[src/rtl/ftn_pkg.sv]
`default_nettype none
// ============================================================================
// ftn_pkg: shared types and constants for the frequency table
// Field widths, status codes and the cell control word.
// ============================================================================
package ftn_pkg;

    localparam int ID_BITS             = 31;
    localparam int OCC_BITS            = 16;
    localparam int STATUS_BITS         = 2;
    localparam int TOPN_BITS           = 5;
    localparam int MAX_RESULTS         = 16;
    localparam int TABLE_ENTRIES_DEF   = 16;
    localparam int COUNT_BITS_DEF      = 16;

    localparam logic [STATUS_BITS-1:0] STATUS_RECORDED = 2'd0;
    localparam logic [STATUS_BITS-1:0] STATUS_DROPPED  = 2'd1;
    localparam logic [STATUS_BITS-1:0] STATUS_RANKED   = 2'd2;
    localparam logic [STATUS_BITS-1:0] STATUS_NONE     = 2'd3;

    localparam logic CMD_RECORD = 1'b0;
    localparam logic CMD_QUERY  = 1'b1;

    typedef enum logic [1:0] {
        CELL_HOLD,
        CELL_INSERT,
        CELL_ROTATE
    } cell_op_t;

    typedef struct packed {
        cell_op_t op;
        logic     is_new;   // insert of a new id rather than a moved entry
    } cell_ctrl_t;

endpackage
`default_nettype wire

[src/rtl/ftn_cell.sv]
`default_nettype none
// ============================================================================
// ftn_cell: one table slot of the sorted chain
// Holds one id and its count; takes a new entry, its upper neighbor or its
// lower neighbor as told.
// ============================================================================
module ftn_cell #(
    parameter int COUNT_BITS = ftn_pkg::COUNT_BITS_DEF
) (
    input  wire logic                         clk,
    input  wire logic                         rst_n,
    input  wire ftn_pkg::cell_ctrl_t          ctrl,
    input  wire logic [ftn_pkg::ID_BITS-1:0]  find_id,
    input  wire logic [COUNT_BITS-1:0]        new_count,
    input  wire logic [COUNT_BITS-1:0]        old_count,
    input  wire logic                         up_valid,
    input  wire logic [ftn_pkg::ID_BITS-1:0]  up_id,
    input  wire logic [COUNT_BITS-1:0]        up_count,
    input  wire logic                         up_lt,
    input  wire logic                         dn_valid,
    input  wire logic [ftn_pkg::ID_BITS-1:0]  dn_id,
    input  wire logic [COUNT_BITS-1:0]        dn_count,
    output logic                              valid,
    output logic [ftn_pkg::ID_BITS-1:0]       id,
    output logic [COUNT_BITS-1:0]             count,
    output logic                              match,
    output logic                              lt
);
    import ftn_pkg::*;

    logic                  valid_reg, valid_next;
    logic [ID_BITS-1:0]    id_reg, id_next;
    logic [COUNT_BITS-1:0] count_reg, count_next;
    logic                  ge_old;
    logic                  in_range;

    // key order: count first, then id
    assign lt     = !valid_reg || (count_reg < new_count) ||
                    ((count_reg == new_count) && (id_reg < find_id));
    assign ge_old = (count_reg > old_count) ||
                    ((count_reg == old_count) && (id_reg >= find_id));
    assign in_range = ctrl.is_new ? (valid_reg || up_valid) : (valid_reg && ge_old);
    assign match  = valid_reg && (id_reg == find_id);

    always_comb
    begin
        valid_next = valid_reg;
        id_next    = id_reg;
        count_next = count_reg;
        unique case (ctrl.op)
            CELL_INSERT:
            begin
                if (in_range && lt)
                begin
                    if (up_lt)
                    begin
                        valid_next = up_valid;
                        id_next    = up_id;
                        count_next = up_count;
                    end
                    else
                    begin
                        valid_next = 1'b1;
                        id_next    = find_id;
                        count_next = new_count;
                    end
                end
            end
            CELL_ROTATE:
            begin
                valid_next = dn_valid;
                id_next    = dn_id;
                count_next = dn_count;
            end
            default:
            begin
            end
        endcase
    end

    always_ff @(posedge clk or negedge rst_n)
    begin
        if (!rst_n)
            valid_reg <= 1'b0;
        else
            valid_reg <= valid_next;
    end

    always_ff @(posedge clk)
    begin
        id_reg    <= id_next;
        count_reg <= count_next;
    end

    assign valid = valid_reg;
    assign id    = id_reg;
    assign count = count_reg;

endmodule
`default_nettype wire

[src/rtl/frequency_table_top_n_core.sv]
`default_nettype none
// ============================================================================
// frequency_table_top_n_core: id frequency table with top-N query
// Record: the id is compared in FIND, then the result word is registered in MOVE.
// Query: results are read from cell 0 during one full rotation of the cell
// chain; an empty answer is a single word.
// Output stalls hold the sequencer. Reset empties the table at once.
// ============================================================================
module frequency_table_top_n_core #(
    parameter int TABLE_ENTRIES = ftn_pkg::TABLE_ENTRIES_DEF,
    parameter int COUNT_BITS    = ftn_pkg::COUNT_BITS_DEF
) (
    input  wire logic                             clk,
    input  wire logic                             rst_n,
    input  wire logic                             in_valid,
    output logic                                  in_ready,
    input  wire logic                             command,
    input  wire logic [ftn_pkg::ID_BITS-1:0]      item_id,
    input  wire logic [ftn_pkg::TOPN_BITS-1:0]    top_n,
    output logic                                  out_valid,
    input  wire logic                             out_ready,
    output logic [ftn_pkg::STATUS_BITS-1:0]       status,
    output logic [ftn_pkg::ID_BITS-1:0]           ranked_id,
    output logic [ftn_pkg::OCC_BITS-1:0]          occurrences,
    output logic                                  last
);
    import ftn_pkg::*;

    // The table is a chain of cells kept sorted at all times: cell 0 holds the
    // highest count (larger id first on ties). A record compares all cells to
    // the id (FIND), then (MOVE) the updated entry is lifted to
    // its place while the cells it passes each step down by one neighbor.
    // A query rotates the chain toward cell 0 once around, reading cell 0.

    localparam int UW = $clog2(TABLE_ENTRIES + 1);
    localparam logic [COUNT_BITS-1:0] COUNT_MAX = '1;

    typedef enum logic [1:0] {
        S_IDLE,
        S_FIND,
        S_MOVE,
        S_QUERY
    } state_t;

    state_t                  state_reg, state_next;
    logic [ID_BITS-1:0]      id_reg, id_next;
    logic [UW-1:0]           used_reg, used_next;
    logic [UW-1:0]           n_reg, n_next;
    logic [UW-1:0]           step_reg, step_next;
    logic                    match_any_reg, match_any_next;
    logic [COUNT_BITS-1:0]   old_count_reg, old_count_next;
    logic [COUNT_BITS-1:0]   new_count_reg, new_count_next;

    logic                    out_valid_reg, out_valid_next;
    logic [STATUS_BITS-1:0]  status_reg, status_next;
    logic [ID_BITS-1:0]      ranked_id_reg, ranked_id_next;
    logic [OCC_BITS-1:0]     occ_reg, occ_next;
    logic                    last_reg, last_next;

    cell_ctrl_t              ctrl;
    logic                    slot_free;
    logic                    match_any;
    logic [COUNT_BITS-1:0]   match_count;
    logic [COUNT_BITS-1:0]   occ_src;
    logic [OCC_BITS-1:0]     occ_sat;
    logic [31:0]             n_wide;

    logic                    cell_valid [TABLE_ENTRIES];
    logic [ID_BITS-1:0]      cell_id    [TABLE_ENTRIES];
    logic [COUNT_BITS-1:0]   cell_count [TABLE_ENTRIES];
    logic                    cell_match [TABLE_ENTRIES];
    logic                    cell_lt    [TABLE_ENTRIES];

    // ---- cell chain ---------------------------------------------------------
    for (genvar j = 0; j < TABLE_ENTRIES; j++)
    begin : g_cell
        localparam int DN = (j + 1) % TABLE_ENTRIES;
        localparam int UP = (j == 0) ? 0 : j - 1;
        logic up_valid_w;
        logic up_lt_w;

        // cell 0 has nothing above it: in range for a new id, never shifts down
        assign up_valid_w = (j == 0) ? 1'b1 : cell_valid[UP];
        assign up_lt_w    = (j == 0) ? 1'b0 : cell_lt[UP];

        ftn_cell #(
            .COUNT_BITS (COUNT_BITS)
        ) u_cell (
            .clk       (clk),
            .rst_n     (rst_n),
            .ctrl      (ctrl),
            .find_id   (id_reg),
            .new_count (new_count_reg),
            .old_count (old_count_reg),
            .up_valid  (up_valid_w),
            .up_id     (cell_id[UP]),
            .up_count  (cell_count[UP]),
            .up_lt     (up_lt_w),
            .dn_valid  (cell_valid[DN]),
            .dn_id     (cell_id[DN]),
            .dn_count  (cell_count[DN]),
            .valid     (cell_valid[j]),
            .id        (cell_id[j]),
            .count     (cell_count[j]),
            .match     (cell_match[j]),
            .lt        (cell_lt[j])
        );
    end

    // at most one cell matches, so an OR gathers its count
    always_comb
    begin
        match_any   = 1'b0;
        match_count = '0;
        for (int j = 0; j < TABLE_ENTRIES; j++)
        begin
            match_any   = match_any | cell_match[j];
            match_count = match_count | (cell_match[j] ? cell_count[j] : '0);
        end
    end

    // ---- occurrence saturation to the output width -------------------------
    assign occ_src = (state_reg == S_QUERY) ? cell_count[0] : new_count_reg;

    if (COUNT_BITS > OCC_BITS)
    begin : g_sat
        assign occ_sat = (occ_src > COUNT_BITS'({OCC_BITS{1'b1}})) ?
                         {OCC_BITS{1'b1}} : occ_src[OCC_BITS-1:0];
    end
    else
    begin : g_ext
        assign occ_sat = OCC_BITS'(occ_src);
    end

    // query length: min(top_n, used, MAX_RESULTS)
    always_comb
    begin
        n_wide = (32'(top_n) < 32'(used_reg)) ? 32'(top_n) : 32'(used_reg);
        if (n_wide > 32'(MAX_RESULTS))
            n_wide = 32'(MAX_RESULTS);
    end

    assign slot_free = !out_valid_reg || out_ready;
    assign in_ready  = (state_reg == S_IDLE);

    // ---- sequencer ----------------------------------------------------------
    always_comb
    begin
        state_next     = state_reg;
        id_next        = id_reg;
        used_next      = used_reg;
        n_next         = n_reg;
        step_next      = step_reg;
        match_any_next = match_any_reg;
        old_count_next = old_count_reg;
        new_count_next = new_count_reg;
        out_valid_next = out_valid_reg && !out_ready;
        status_next    = status_reg;
        ranked_id_next = ranked_id_reg;
        occ_next       = occ_reg;
        last_next      = last_reg;
        ctrl.op        = CELL_HOLD;
        ctrl.is_new    = !match_any_reg;

        unique case (state_reg)
            S_IDLE:
            begin
                if (in_valid)
                begin
                    id_next   = item_id;
                    n_next    = UW'(n_wide);
                    step_next = '0;
                    state_next = (command == CMD_QUERY) ? S_QUERY : S_FIND;
                end
            end
            S_FIND:
            begin
                match_any_next = match_any;
                old_count_next = match_count;
                if (!match_any)
                    new_count_next = COUNT_BITS'(1);
                else if (match_count == COUNT_MAX)
                    new_count_next = match_count;
                else
                    new_count_next = match_count + COUNT_BITS'(1);
                state_next = S_MOVE;
            end
            S_MOVE:
            begin
                if (slot_free)
                begin
                    out_valid_next = 1'b1;
                    ranked_id_next = id_reg;
                    last_next      = 1'b1;
                    if (!match_any_reg && (used_reg == UW'(TABLE_ENTRIES)))
                    begin
                        // table full, new id dropped
                        status_next = STATUS_DROPPED;
                        occ_next    = '0;
                    end
                    else
                    begin
                        ctrl.op     = CELL_INSERT;
                        status_next = STATUS_RECORDED;
                        occ_next    = occ_sat;
                        if (!match_any_reg)
                            used_next = used_reg + UW'(1);
                    end
                    state_next = S_IDLE;
                end
            end
            S_QUERY:
            begin
                if (n_reg == '0)
                begin
                    if (slot_free)
                    begin
                        out_valid_next = 1'b1;
                        status_next    = STATUS_NONE;
                        ranked_id_next = '0;
                        occ_next       = '0;
                        last_next      = 1'b1;
                        state_next     = S_IDLE;
                    end
                end
                else if ((step_reg >= n_reg) || slot_free)
                begin
                    if (step_reg < n_reg)
                    begin
                        out_valid_next = 1'b1;
                        status_next    = STATUS_RANKED;
                        ranked_id_next = cell_id[0];
                        occ_next       = occ_sat;
                        last_next      = (step_reg == n_reg - UW'(1));
                    end
                    // one full turn leaves the chain in its sorted order
                    ctrl.op   = CELL_ROTATE;
                    step_next = step_reg + UW'(1);
                    if (step_reg == UW'(TABLE_ENTRIES - 1))
                        state_next = S_IDLE;
                end
            end
            default:
            begin
                state_next = S_IDLE;
            end
        endcase
    end

    always_ff @(posedge clk or negedge rst_n)
    begin
        if (!rst_n)
        begin
            state_reg     <= S_IDLE;
            used_reg      <= '0;
            out_valid_reg <= 1'b0;
        end
        else
        begin
            state_reg     <= state_next;
            used_reg      <= used_next;
            out_valid_reg <= out_valid_next;
        end
    end

    always_ff @(posedge clk)
    begin
        id_reg        <= id_next;
        n_reg         <= n_next;
        step_reg      <= step_next;
        match_any_reg <= match_any_next;
        old_count_reg <= old_count_next;
        new_count_reg <= new_count_next;
        status_reg    <= status_next;
        ranked_id_reg <= ranked_id_next;
        occ_reg       <= occ_next;
        last_reg      <= last_next;
    end

    assign out_valid   = out_valid_reg;
    assign status      = status_reg;
    assign ranked_id   = ranked_id_reg;
    assign occurrences = occ_reg;
    assign last        = last_reg;

endmodule
`default_nettype wire

[config.mk]
export PLATFORM = sky130hd
export DESIGN_NAME = frequency_table_top_n_core
export DESIGN_NICKNAME = d
export VERILOG_FILES = /design/src/rtl/ftn_pkg.sv /design/src/rtl/ftn_cell.sv /design/src/rtl/frequency_table_top_n_core.sv
export SDC_FILE = /design/constraint.sdc
export NUM_CORES = 2
export LEC_CHECK = 0
export BUFFER_PORTS_ARGS = -buffer_cell sky130_fd_sc_hd__buf_2
export CAP_MARGIN = 5
export CORE_MARGIN = 2
export CORE_UTILIZATION = 45
export CTS_CLUSTER_DIAMETER = 40
export DETAILED_ROUTE_END_ITERATION = 10
export PLACE_DENSITY = 0.72
export SLEW_MARGIN = 20
export SYNTH_ARGS = -nofsm -noshare
export SYNTH_HDL_FRONTEND = slang
export SYNTH_SLANG_ARGS = --single-unit
[constraint.sdc]
create_clock -name clk -period 12.05 [get_ports clk]
set_clock_uncertainty 0.1 [all_clocks]
set_input_delay 2.41 -clock clk [delete_from_list [all_inputs] [get_ports clk]]
set_output_delay 2.41 -clock clk [all_outputs]
set_load 0.01 [all_outputs]
# After elaboration in Yosys (flattened, before gate mapping)
# Cells that the tools add are included.
totals:
  ff_bits: 900
  inputBits: 41
  wordCells: 661
classes:
  n_addsub: 4
  magnitude_cmp: 68
  n_eq_ne: 81
  mux: 222
  bitwise: 32
  n_reduce_logical: 193
ops:
  columns: ["op", "n"]
  rows:
  - ["two-way mux 31 bit", 36]
  - ["case mux 31 bit (2 select lines)", 17]
  - ["two-way mux 16 bit", 55]
  - ["case mux 16 bit (2 select lines)", 17]
  - ["== test 16 bit", 32]
  - ["== test 31 bit", 16]
  - [">= comparator 31 bit", 16]
  - ["less-than comparator 31 bit", 16]
  - ["> comparator 16 bit", 16]
  - ["less-than comparator 16 bit", 16]
  - ["bitwise OR 16 bit", 15]
  - ["logical AND 1 bit", 82]
  - ["logical OR 1 bit", 65]
  - ["two-way mux 1 bit", 58]
  - ["case mux 1 bit (2 select lines)", 18]
  - ["!= test 2 x 1 -> 1 bit (second input constant)", 17]
  - ["AND reduction 2 bit", 17]
  - ["two-way mux 2 bit", 13]
  - ["two-way mux 5 bit", 4]
  - ["logical NOT 1 bit", 19]
  - ["adder 16 x 1 -> 16 bit (second input constant)", 1]
  - ["== test 16 bit (second input constant)", 1]
  - ["bitwise OR 1 bit", 15]
  - ["adder 5 x 1 -> 5 bit (second input constant)", 2]
  - ["22 further kinds", 36]

# Logic depth before layout (Yosys ltp)
logic_depth:
  depth_word: 20
  mapped_depth: 17
  ltp_nobuf: 14

# By module
# A second synthesis with hierarchy kept.
unflattened:
  hier_cells: 7726
  area_unflattened_um2: 72428.2
modules_own_cells:
  columns: ["mod", "instances", "cells_each", "area_each_um2", "seq_area_each_um2"]
  rows:
  - ["ftn_cell at g_cell[0].u_cell ...", 15, 442, 4058.9, 1436.4]
  - ["frequency_table_top_n_core", 1, 647, 7432.1, 3923.8]
  - ["ftn_cell at g_cell[9].u_cell", 1, 449, 4112.7, 1436.4]

# Least setup slack after synthesis
# No wires, ideal clock.
synth_path:
  kind: "input -> register"
  from: "input port out_ready"
  to: "register g_cell[5].u_cell.count_reg[0] (enable)"
  setup_ps: 517
  t_arrival_ps: 7103
  t_required_ps: 11433
  slack_ps: 4330
  cell_stages: 7
  path_buffers: 1
  cell_sequence: "nor2b_1 > or4b_2 > nor2_1 > clkbuf_1 > o21a_1 > nor2_1 > o21ai_0"
synth_between:
  elab_chain_len: 8
  word_cells_on_any_way: 11
  classes_between: "eq/ne (3); mux (4); reduce/logical (4)"
synth_rtl:
  columns: ["item", "line", "source"]
  rows:
  - ["start, declared", "frequency_table_top_n_core.sv:21", "input wire logic out_ready,"]
  - ["logical OR 1 bit (*)", "frequency_table_top_n_core.sv:143", "assign slot_free = !out_valid_reg || out_ready;"]
  - ["logical OR 1 bit", "frequency_table_top_n_core.sv:226", "else if ((step_reg >= n_reg) || slot_free)"]
  - ["two-way mux 2 bit", "frequency_table_top_n_core.sv:226", null]
  - ["two-way mux 2 bit", "frequency_table_top_n_core.sv:214", "if (n_reg == '0)"]
  - ["case mux 2 bit (2 select lines) (*)", "frequency_table_top_n_core.sv:165", "unique case (state_reg)"]
  - ["== test 2 x 1 -> 1 bit or == test 2 bit (tied branches)", "ftn_cell.sv:50", "unique case (ctrl.op)"]
  - ["!= test 2 x 1 -> 1 bit (no source line) or nonzero test 2 bit (tied branches)", null, null]
  - ["AND reduction 2 bit (no source line) (*)", null, null]
  - ["end signal, assigned", "ftn_cell.sv:92", "count_reg <= count_next;"]
  - ["end, declared", "ftn_cell.sv:33", "logic [COUNT_BITS-1:0] count_reg, count_next;"]
# Every way passes the cells marked *; elsewhere a longest branch is shown, timed or not.
# A chain may end at the register's enable or synchronous reset.

# Worst setup path after layout
layout_path:
  from: "register id_reg[29]"
  to: "register new_count_reg[0], data pin"
layout_between:
  elab_chain_len: 20
  word_cells_on_any_way: 81
  classes_between: "add/sub (1); eq/ne (17); mux (17); bitwise (30); reduce/logical (16)"
layout_rtl:
  columns: ["item", "line", "source"]
  rows:
  - ["start, declared", "frequency_table_top_n_core.sv:46", "logic [ID_BITS-1:0] id_reg, id_next;"]
  - ["start signal, assigned", "frequency_table_top_n_core.sv:268", "id_reg <= id_next;"]
  - ["== test 31 bit", "ftn_cell.sv:43", "assign match = valid_reg && (id_reg == find_id);"]
  - ["logical AND 1 bit", "ftn_cell.sv:43", null]
  - ["two-way mux 16 bit", "frequency_table_top_n_core.sv:118", "match_count = match_count | (cell_match[j] ? cell_count[j] : '0);"]
  - ["bitwise OR 16 bit (14 in a row)", "frequency_table_top_n_core.sv:118", null]
  - ["bitwise OR 16 bit (*)", "frequency_table_top_n_core.sv:118", null]
  - ["named net match_count[0]", "frequency_table_top_n_core.sv:63", "logic [COUNT_BITS-1:0] match_count;"]
  - ["adder 16 x 1 -> 16 bit or == test 16 bit (tied branches)", "frequency_table_top_n_core.sv:185, frequency_table_top_n_core.sv:182", null]
  - ["two-way mux 16 bit (*)", "frequency_table_top_n_core.sv:182", "else if (match_count == COUNT_MAX)"]
  - ["end signal, assigned", "frequency_table_top_n_core.sv:273", "new_count_reg <= new_count_next;"]
  - ["end, declared", "frequency_table_top_n_core.sv:52", "logic [COUNT_BITS-1:0] new_count_reg, new_count_next;"]
# The timed path passes the listed nets; every way through them passes the cells marked *.

==> results.cfg <==
[grt]
overflow = 0
grtUsageMet1 = 0.436
grt_pass1_wl_um = 392000
busiest_layer = met2
grt_antenna_before_repair = 7
grt_use_met2 = 0.510
grt_pass1_vias = 57600
grt_start_max_net_pins = 313
track_usage = 0.349
met3_usage = 0.106

[synth]
synthCells = 6827
avgSynthCellArea_sq_um = 9.98
synth.area.top_cells = edfxtp_1 39%, ha_1 19%, mux2i_1 9.0%
netlist_area_sq_um = 68100
yosys_warnings = 0
synth_edf_count = 876
ys_seq_area_frac = 0.395
yosysTopAreaCell = edfxtp_1
ys_types = 86
syn_nets = 7891
synth_flop_cell = edfxtp_1
postSynth.asyncResetShare = 0.0267
synth.top_cell.area_share = 0.386
ys_ff_latch = 900

[cts]
post-cts-setup-buffer-count = 0
cts-htree-levels = 4
insertion_delay_ns = 0.85
clkSinkCount = 900
tritoncts = yes
clk_path_buf_depth = 3
cts_made_buffers = 180
cts-hold-fix-buffers = 0
clockRootBuffer = clkbuf_16
cts_resized = 0
clk_pin_slew_ns = 0.05

[floorplan]
die_y_um = 393
die_w_um = 393
row_count = 142
initial_core_util = 0.454
io_pins = 93
core_area_sq_um = 150000
die-area_sq_um = 155000

[cells_and_area]
drive_gt1_frac = 0.0863
n_fill_cell = 13200
largest_reg_flops = 496
fin_cells = 9045
layout_common_cells = 1023 x ha_1, 974 x o21ai_0, 916 x nand2_1
final_common_cell = ha_1
ff_latch_area_sq_um = 26900
final_util = 0.517
area_growth_pct = 13.8
multi_input_area_sq_um = 39700
final_area_sq_um = 77600
final_nets = 7928

[route]
antenna_left = 0
dr.pass1.iters = 9
drcViolationCount = 0
vias = 60000
drtIter0Drc = 8419
vias_per_cell = 6.63
finalWirelength_um = 275000
avgRoutedWirePerCell_um = 30.5

[worst_setup_path]
startpoint = id_reg[29]
endpoint_kind = flop
critical_path.max_fanout = 20
critical_path_arrival_ns = 7.73
rrSetupSlack_ns = 4.77
r2r-start = id_reg[29]
worst_r2r_path_depth = 16
crit_required_ns = 12.50
worstReg2RegEnd = new_count_reg[0]
worstSetupPathType = reg -> reg
critPathCapture = new_count_reg[0]
start_kind = flop

[status]
outcome = complete, no violations

[pwr]
p_leak_nw = 31.3
power_density_nw_per_um2 = 350
finalPower_mw = 27.2
peakVddDrop_mv = 0.284

[timing]
tns_ns = 0
fin_crit_sh = 0.604
worst_slew_pin_slew_ns = 1.30
hold_slack_ns = 0.402
max_freq_ghz = 0.137
max-slew-margin-rel = 0.129
worst_slack_ns = 4.77
setup_violations = 0
rsz0062_at_grt = no
finalMaxSlewViolations = 0
final-hold-violation-count = 0
post-route-min-period_ns = 7.28

[placement]
place_ws_ns = 5.22
dp_cells = 8695
dp_hpwl_um = 191000
place_congestion = 1.08
port_buffers = 92
dpl_cell_area_sq_um = 71100

[run]
drv_cap = 0

[hold_path]
hold_class = reg -> reg
## Yosys cell counts, types with 7 or more instances
cell type / number
o211ai_1: 26
a31o_2: 9
xor2_1: 7
nor2_1: 248
a21oi_1: 345
a221o_1: 7
o21ai_0: 979
a22o_1: 39
a2111oi_0: 23
a31oi_1: 15
edfxtp_1: 876
inv_1: 144
xnor2_1: 14
nand2_1: 922
nor4_1: 20
or4_1: 11
o31ai_1: 8
a21o_1: 251
a32oi_1: 14
buf_1: 33
o21a_1: 81
and2_1: 9
a211oi_1: 25
clkbuf_1: 309
a221oi_1: 15
and4_1: 29
nand3_1: 83
buf_2: 18
ha_1: 1023
a222oi_1: 15
nor2b_1: 74
mux2i_1: 616
dfrtp_1: 24
and3_1: 27
nand2b_1: 44
or3_1: 10
a22oi_1: 58
or2_2: 8
nor3_1: 54
o221ai_1: 9
nand4_1: 217
## power breakdown
part / internal [mW] / switching, mW
logic: 4.66 / 8.53
registers: 6.28 / 2.38
clock network: 3.38 / 1.94
## worst min path at each step
stage / from / end / cells past startpoint
after global routing: used_reg[4] / used_reg[4] / 1
final: used_reg[4] / used_reg[4] / 1
after CTS: used_reg[4] / used_reg[4] / 1
after global placement: used_reg[4] / used_reg[4] / 1
after floorplan: used_reg[4] / used_reg[4] / 1
after detailed placement: used_reg[4] / used_reg[4] / 1
## area by class of cell
class | instances | share of cell area
Clock buffer | 194 | 0.0599
Tap cell | 2016 | 0.0325
Antenna cell | 7 | 0.000226
Clock inverter | 146 | 0.0224
Timing Repair Buffer | 218 | 0.0193
Multi-Input combinational cell | 5419 | 0.512
Sequential cell | 900 | 0.347
Inverter | 145 | 0.00702
## per-layer routing
layer,vias to the layer above,share of wire
li1,26200,-
met1,28400,0.37
met2,4257,0.41
met3,1150,0.13
met4,6,0.086
met5,-,0.0011
## kinds of logic after synthesis
kind of cell / count (synthesis) / synth area share
buf+inv: 508 / 0.0286
simple gates: 1779 / 0.122
fa+ha+maj: 1023 / 0.188
flops: 900 / 0.395
compound gates: 1978 / 0.174
mux: 618 / 0.0908
xor+xnor: 21 / 0.00270
## worst max-delay path, cell delays in order, from the launching register on
cell       delay, ns
edfxtp_1        0.62
inv_1           0.50
ha_1            0.48
nand3_1         0.52
nor3_1          1.01
nand4_1         0.88
nor2_1          0.28
buf_4           0.30
a22o_1          0.18
a2111oi_0       0.08
buf_4           0.19
inv_1           0.06
ha_1            0.16
nand2b_1        0.24
nor4b_4         0.80
nand2_1         0.33
xnor2_1         0.21
Power figures use the tool's default switching activity.
